File: config.mk
export PLATFORM = sky130hd
export DESIGN_NAME = indexed_sequence_store
export DESIGN_NICKNAME = d
export VERILOG_FILES = /design/src/isq_pkg.sv /design/src/isq_ram.sv /design/src/indexed_sequence_store.sv
export SDC_FILE = /design/constraint.sdc
export NUM_CORES = 2
export LEC_CHECK = 0
export BUFFER_PORTS_ARGS = -buffer_cell sky130_fd_sc_hd__buf_2
export CAP_MARGIN = 25
export CORE_MARGIN = 2
export CORE_UTILIZATION = 41
export CTS_CLUSTER_DIAMETER = 120
export DETAILED_ROUTE_END_ITERATION = 10
export SYNTH_ARGS = -nofsm -noshare
export SYNTH_HDL_FRONTEND = slang
export SYNTH_HIERARCHICAL = 1
export SYNTH_SLANG_ARGS = --single-unit
File: constraint.sdc
create_clock -name clk -period 11.3 [get_ports clk]
set_input_delay 0 -clock clk [delete_from_list [all_inputs] [get_ports clk]]
set_output_delay 0 -clock clk [all_outputs]
set_load 0.03 [all_outputs]
File: src/isq_pkg.sv
`timescale 1ns / 1ps
// ----------------------------------------------------------------------------
// isq_pkg
// Shared sizes, command and status codes and state type of the indexed
// sequence store.
// ----------------------------------------------------------------------------
package isq_pkg;

  localparam int CAPACITY = 64;
  localparam int ADDR_W   = $clog2(CAPACITY);
  localparam int CNT_W    = 7;
  localparam int POS_W    = 7;
  localparam int DATA_W   = 32;

  typedef enum logic [2:0] {
    CMD_READ     = 3'd0,
    CMD_INS_HEAD = 3'd1,
    CMD_INS_TAIL = 3'd2,
    CMD_INS_AT   = 3'd3,
    CMD_DELETE   = 3'd4
  } cmd_t;

  typedef enum logic [1:0] {
    STAT_DONE  = 2'd0,
    STAT_RANGE = 2'd1,
    STAT_FULL  = 2'd2
  } status_t;

  typedef enum logic [1:0] {
    ST_IDLE,
    ST_READ,
    ST_SHIFT
  } state_t;

endpackage

File: src/isq_ram.sv
`timescale 1ns / 1ps
// ----------------------------------------------------------------------------
// isq_ram
// Generic single-write, single-read RAM with a registered read port.
// ----------------------------------------------------------------------------
module isq_ram #(
  parameter int WIDTH = 32,
  parameter int DEPTH = 64
) (
  input  logic                     clk,
  input  logic                     we,
  input  logic [$clog2(DEPTH)-1:0] waddr,
  input  logic [WIDTH-1:0]         wdata,
  input  logic [$clog2(DEPTH)-1:0] raddr,
  output logic [WIDTH-1:0]         rdata
);

  logic [WIDTH-1:0] mem [DEPTH];
  logic [WIDTH-1:0] rdata_r;

  always_ff @(posedge clk) begin
    if (we) begin
      mem[waddr] <= wdata;
    end
    rdata_r <= mem[raddr];
  end

  assign rdata = rdata_r;

endmodule

File: src/indexed_sequence_store.sv
`timescale 1ns / 1ps
// ----------------------------------------------------------------------------
// indexed_sequence_store
// Ordered sequence of up to CAPACITY signed 32-bit entries held in one RAM.
// ----------------------------------------------------------------------------
// Usage: raise start with in_command, in_position and in_data_in while busy
// is low; the item is taken at that clock edge. Every item gives exactly one
// result on out_status, out_read_data and out_entry_count, marked by
// out_valid for a single cycle; the receiver cannot hold it off.
// Path from the accepting edge to out_valid:
//   rejected or unknown command: result registered at the accepting edge,
//   read: ST_READ with one RAM read, then the result register,
//   insert: ST_SHIFT moves the later entries up, then writes the new one,
//   delete: ST_SHIFT moves the later entries down, then lowers the count.
// Inserts and deletes move every later entry by one place, one entry per
// cycle, through the single RAM read port and write port; that shift loop
// sets the throughput. busy stays high until the result is registered, so a
// new item can be taken in the cycle its predecessor's result is shown.
// Reset empties the store (count zero); entry contents are not cleared since
// only entries below the count are ever read.
// ----------------------------------------------------------------------------
module indexed_sequence_store
  import isq_pkg::*;
(
  input  logic                     clk,
  input  logic                     rst_n,
  input  logic                     start,
  output logic                     busy,
  input  logic [2:0]               in_command,
  input  logic [POS_W-1:0]         in_position,
  input  logic signed [DATA_W-1:0] in_data_in,
  output logic                     out_valid,
  output logic [1:0]               out_status,
  output logic signed [DATA_W-1:0] out_read_data,
  output logic [CNT_W-1:0]         out_entry_count
);

  localparam logic [DATA_W-1:0] NEG_ONE = '1;
  localparam logic [CNT_W-1:0]  CAP_CNT = CNT_W'(CAPACITY);

  state_t               state_r, state_nxt;
  logic [CNT_W-1:0]     count_r, count_nxt;
  logic                 dir_r, dir_nxt;       // 1 insert (shift up), 0 delete
  logic [CNT_W-1:0]     moves_r, moves_nxt;
  logic [ADDR_W-1:0]    src_r, src_nxt;
  logic [ADDR_W-1:0]    dst_r, dst_nxt;
  logic                 pend_r, pend_nxt;
  logic [ADDR_W-1:0]    pos_r, pos_nxt;
  logic [DATA_W-1:0]    data_r, data_nxt;

  logic                 out_valid_r, out_valid_nxt;
  status_t              out_status_r, out_status_nxt;
  logic [DATA_W-1:0]    out_read_data_r, out_read_data_nxt;
  logic [CNT_W-1:0]     out_entry_count_r, out_entry_count_nxt;

  logic                 ram_we;
  logic [ADDR_W-1:0]    ram_waddr;
  logic [DATA_W-1:0]    ram_wdata;
  logic [ADDR_W-1:0]    ram_raddr;
  logic [DATA_W-1:0]    ram_rdata;

  logic [CNT_W-1:0]     ins_pos;
  logic                 is_insert;

  isq_ram #(
    .WIDTH (DATA_W),
    .DEPTH (CAPACITY)
  ) u_entries (
    .clk   (clk),
    .we    (ram_we),
    .waddr (ram_waddr),
    .wdata (ram_wdata),
    .raddr (ram_raddr),
    .rdata (ram_rdata)
  );

  always_ff @(posedge clk) begin
    if (!rst_n) begin
      state_r     <= ST_IDLE;
      count_r     <= '0;
      pend_r      <= 1'b0;
      out_valid_r <= 1'b0;
    end else begin
      state_r     <= state_nxt;
      count_r     <= count_nxt;
      pend_r      <= pend_nxt;
      out_valid_r <= out_valid_nxt;
    end
  end

  always_ff @(posedge clk) begin
    dir_r             <= dir_nxt;
    moves_r           <= moves_nxt;
    src_r             <= src_nxt;
    dst_r             <= dst_nxt;
    pos_r             <= pos_nxt;
    data_r            <= data_nxt;
    out_status_r      <= out_status_nxt;
    out_read_data_r   <= out_read_data_nxt;
    out_entry_count_r <= out_entry_count_nxt;
  end

  always_comb begin
    case (in_command)
      CMD_INS_HEAD: ins_pos = '0;
      CMD_INS_TAIL: ins_pos = count_r;
      default:      ins_pos = in_position;
    endcase
    is_insert = (in_command == CMD_INS_HEAD) || (in_command == CMD_INS_TAIL) ||
                (in_command == CMD_INS_AT);
  end

  always_comb begin
    state_nxt           = state_r;
    count_nxt           = count_r;
    dir_nxt             = dir_r;
    moves_nxt           = moves_r;
    src_nxt             = src_r;
    dst_nxt             = dst_r;
    pend_nxt            = pend_r;
    pos_nxt             = pos_r;
    data_nxt            = data_r;
    out_valid_nxt       = 1'b0;
    out_status_nxt      = out_status_r;
    out_read_data_nxt   = out_read_data_r;
    out_entry_count_nxt = out_entry_count_r;
    ram_we              = 1'b0;
    ram_waddr           = dst_r;
    ram_wdata           = ram_rdata;
    ram_raddr           = src_r;

    case (state_r)
      ST_IDLE: begin
        ram_raddr = in_position[ADDR_W-1:0];
        if (start) begin
          out_status_nxt      = STAT_RANGE;
          out_read_data_nxt   = NEG_ONE;
          out_entry_count_nxt = count_r;
          pend_nxt            = 1'b0;
          data_nxt            = in_data_in;
          if (in_command == CMD_READ) begin
            if (in_position < count_r) begin
              state_nxt = ST_READ;
            end else begin
              out_valid_nxt = 1'b1;
            end
          end else if (is_insert) begin
            if (ins_pos > count_r) begin
              out_valid_nxt = 1'b1;
            end else if (count_r == CAP_CNT) begin
              out_status_nxt = STAT_FULL;
              out_valid_nxt  = 1'b1;
            end else begin
              dir_nxt   = 1'b1;
              moves_nxt = count_r - ins_pos;
              src_nxt   = ADDR_W'(count_r - CNT_W'(1));
              pos_nxt   = ins_pos[ADDR_W-1:0];
              state_nxt = ST_SHIFT;
            end
          end else if (in_command == CMD_DELETE) begin
            if (in_position >= count_r) begin
              out_valid_nxt = 1'b1;
            end else begin
              dir_nxt   = 1'b0;
              moves_nxt = count_r - in_position - CNT_W'(1);
              src_nxt   = ADDR_W'(in_position + POS_W'(1));
              pos_nxt   = in_position[ADDR_W-1:0];
              state_nxt = ST_SHIFT;
            end
          end else begin
            out_valid_nxt = 1'b1;
          end
        end
      end

      ST_READ: begin
        out_valid_nxt     = 1'b1;
        out_status_nxt    = STAT_DONE;
        out_read_data_nxt = ram_rdata;
        state_nxt         = ST_IDLE;
      end

      ST_SHIFT: begin
        // The word read in the previous cycle lands one place over.
        if (pend_r) begin
          ram_we = 1'b1;
        end
        if (moves_r != '0) begin
          ram_raddr = src_r;
          pend_nxt  = 1'b1;
          dst_nxt   = dir_r ? src_r + ADDR_W'(1) : src_r - ADDR_W'(1);
          src_nxt   = dir_r ? src_r - ADDR_W'(1) : src_r + ADDR_W'(1);
          moves_nxt = moves_r - CNT_W'(1);
        end else if (pend_r) begin
          pend_nxt = 1'b0;
        end else begin
          if (dir_r) begin
            ram_we    = 1'b1;
            ram_waddr = pos_r;
            ram_wdata = data_r;
            count_nxt = count_r + CNT_W'(1);
          end else begin
            count_nxt = count_r - CNT_W'(1);
          end
          out_valid_nxt       = 1'b1;
          out_status_nxt      = STAT_DONE;
          out_read_data_nxt   = NEG_ONE;
          out_entry_count_nxt = count_nxt;
          state_nxt           = ST_IDLE;
        end
      end

      default: begin
        state_nxt = ST_IDLE;
      end
    endcase
  end

  assign busy            = (state_r != ST_IDLE);
  assign out_valid       = out_valid_r;
  assign out_status      = out_status_r;
  assign out_read_data   = out_read_data_r;
  assign out_entry_count = out_entry_count_r;

endmodule
==> results.ini <==
[detailed_routing]
vias=43000
drtPass1Iterations=8
drc_errors=0
viasPerCell=5.86
ant_nets=0
drt-total-wl_um=232000
drt_iter0_markers=5701
wl_per_cell_um=31.6

[grt]
grt_pass1_vias=42000
antenna_found_initial=18
grt_use_total=0.218
grt_pass1_wl_um=325000
grt_max_degree=122
gr-total-overflow=0

[cts]
clk_path_buf_depth=3
path_clk_slew_ps=70
cts_buffers=217
htreeDepth=4
root_buffer=clkbuf_16
cts_sinks=2190
cts_tree=done
clock_latency_ps=860

[setup_path]
crit_type=register to register
r2r_setup_slack_ps=6280
crit_path_end_kind=register
crit_fanout=38
start_kind=register
required_ps=11750
worstPathArrival_ps=5470

[place]
gp_routability_congestion=0.844
dp.cells=6843
portBuffers=87
dpl.hpwl_um=137000
dpl_cell_area_sq_um=89800

[power_and_ir_drop]
leakage_nw=30.7
pwr_density_cell_nw_per_um2=214
vdd_drop_max_uv=246

[sta]
rsz0062_at_grt=no
setup_viol=0
slew_viol_final=0
timing.slew.headroom=0.259
fin_crit_ps=5020
clock.fmax_mhz=199
timing.final.crit_share=0.444
holdWs_ps=82.1
hold_viol=0
finClkSkew_ps=48.5
fin_tns_setup_ps=0
tightest_slew_ps=1110

[synth]
ys_seq_elements=2190
ys_types=71
synth-main-ff-cell=edfxtp_1
synth_cells=4081
synth_edf_count=2147
synthDominantCellAreaShare=0.754
yosysMostFrequentCell=edfxtp_1
syn_nets=4157
synth_async_sr_flop_share=0
synth_common_cells=2147 x edfxtp_1, 446 x mux4_2, 194 x mux2i_1, 129 x a22oi_1, 113 x nor2_1
yosysTopAreaCell=edfxtp_1
yosysWarnings=6
avgSynthCellArea_sq_um=20.9
ys_seq_area_frac=0.765
netlist_area_sq_um=85500
synthTopCellsByArea=edfxtp_1 75%, mux4_2 12%, mux2i_1 2.3%

[die]
initial_core_util=0.413
io_pins=88
die_y_um=461
die_x_um=461
core_sq_um=207000
dieArea_sq_um=212000
std_cell_rows=167

[final_layout]
finalNetCount=4438
final_area_sq_um=97800
area_delta_synth_final_pct=14.5
drive_gt1_frac=0.244
fin_util=0.472
layoutNonFillerInstCount=7341

[run]
maxCapViolations=0

[worst_hold_path]
hold_class=primary input to register

[outcome]
outcome=complete, no violations

-- placed cells by master, fill, tap and decap left out, drive strengths merged, types with 59 or more instances in the layout --
master	synthesis	final
mux4	446	446
a21oi	59	59
mux2i	194	194
nand2	79	79
buf	139	209
dlygate4sd3	0	85
a22oi	129	129
clkinv	0	87
nor2	113	113
clkbuf	93	287
edfxtp	2147	2147
-- power by group --
group | total (mW) | switching (mW) | leakage (nW) | internal (mW)
registers | 10.2 | 0.139 | 19.6 | 10.0
logic | 3.60 | 2.64 | 7.67 | 0.964
clock network | 7.14 | 3.10 | 3.46 | 4.04
total | 20.9 | 5.88 | 30.7 | 15.0
-- registers in the layout, summed over array words and instances, names as in the netlist --
| name | count |
|---|---|
| out_valid | 1 |
| state_r | 2 |
| dir_r | 1 |
| out_status | 2 |
| dst_r | 6 |
| u_entries/rdata | 32 |
| pend_r | 1 |
| count_r | 7 |
| out_read_data | 32 |
| pos_r | 6 |
| moves_r | 7 |
| src_r | 6 |
| u_entries/mem | 2048 |
| out_entry_count | 7 |
| data_r | 32 |
-- per-stage QoR --
stage	total power [mW]	setup WS, ps
2_1_floorplan	12.2	6190
3_3_place_gp	13.9	5820
3_5_place_dp	13.9	6200
4_1_cts	21.0	6180
5_1_grt	21.5	6020
6_report	20.9	6280
-- path summary, 6_finish.rpt --
check | endpoint | cells after the start | startpoint
max | u_entries/mem[28][29]$_DFFE_PP_ | 10 | moves_r[2]$_DFFE_PP_
min | count_r[1]$_SDFFE_PN0P_ | 3 | rst_n
max reg2reg | u_entries/mem[28][29]$_DFFE_PP_ | 10 | moves_r[2]$_DFFE_PP_
min reg2reg | out_read_data[12]$_SDFFCE_PN1P_ | 1 | u_entries/rdata[12]$_DFF_P_
-- cell type report --
| type | instances | area [sq um] |
|---|---|---|
| timing repair buffer | 294 | 2590 |
| fill | 16900 | 109000 |
| antenna | 7 | 17.5 |
| clock inverter | 116 | 1170 |
| clock buffer | 287 | 5910 |
| inverter | 39 | 146 |
| sequential | 2190 | 65300 |
| multi-input combinational | 1620 | 19200 |
| tap | 2788 | 3490 |
-- what timing repair did --
item                      4_1_cts  5_1_grt
hold endpoints to repair      118        0
hold buffers                   85        0
gates resized for setup         0        0
buffers inserted                0        0
-- per-layer routing --
layer	global-route usage	share of wire	wire, um
met1	0.307	0.41	94900
met2	0.340	0.47	109000
met3	0.0410	0.082	19000
met4	0.0762	0.036	8260
met5	0	0.00024	55
-- logic make-up after synthesis --
family / count (synthesis) / share of synthesized area
AO/OA/AOI/OAI: 465 / 0.0382
XOR/XNOR: 43 / 0.00441
adder cells (fa/ha/maj): 31 / 0.00471
buffers and inverters: 271 / 0.0182
flip-flops: 2190 / 0.765
multiplexers: 682 / 0.147
AND/OR/NAND/NOR: 399 / 0.0233
-- critical path, stage by stage (launching register included) --
cell	delay, ps
edfxtp_1	440
or4_4	600
nor3_4	220
nor3b_4	510
nand2_2	80
buf_4	330
mux2_4	480
or3b_2	560
or2_2	500
nor2_4	170
buf_4	560
No activity file was read; power rests on OpenSTA's default activity.
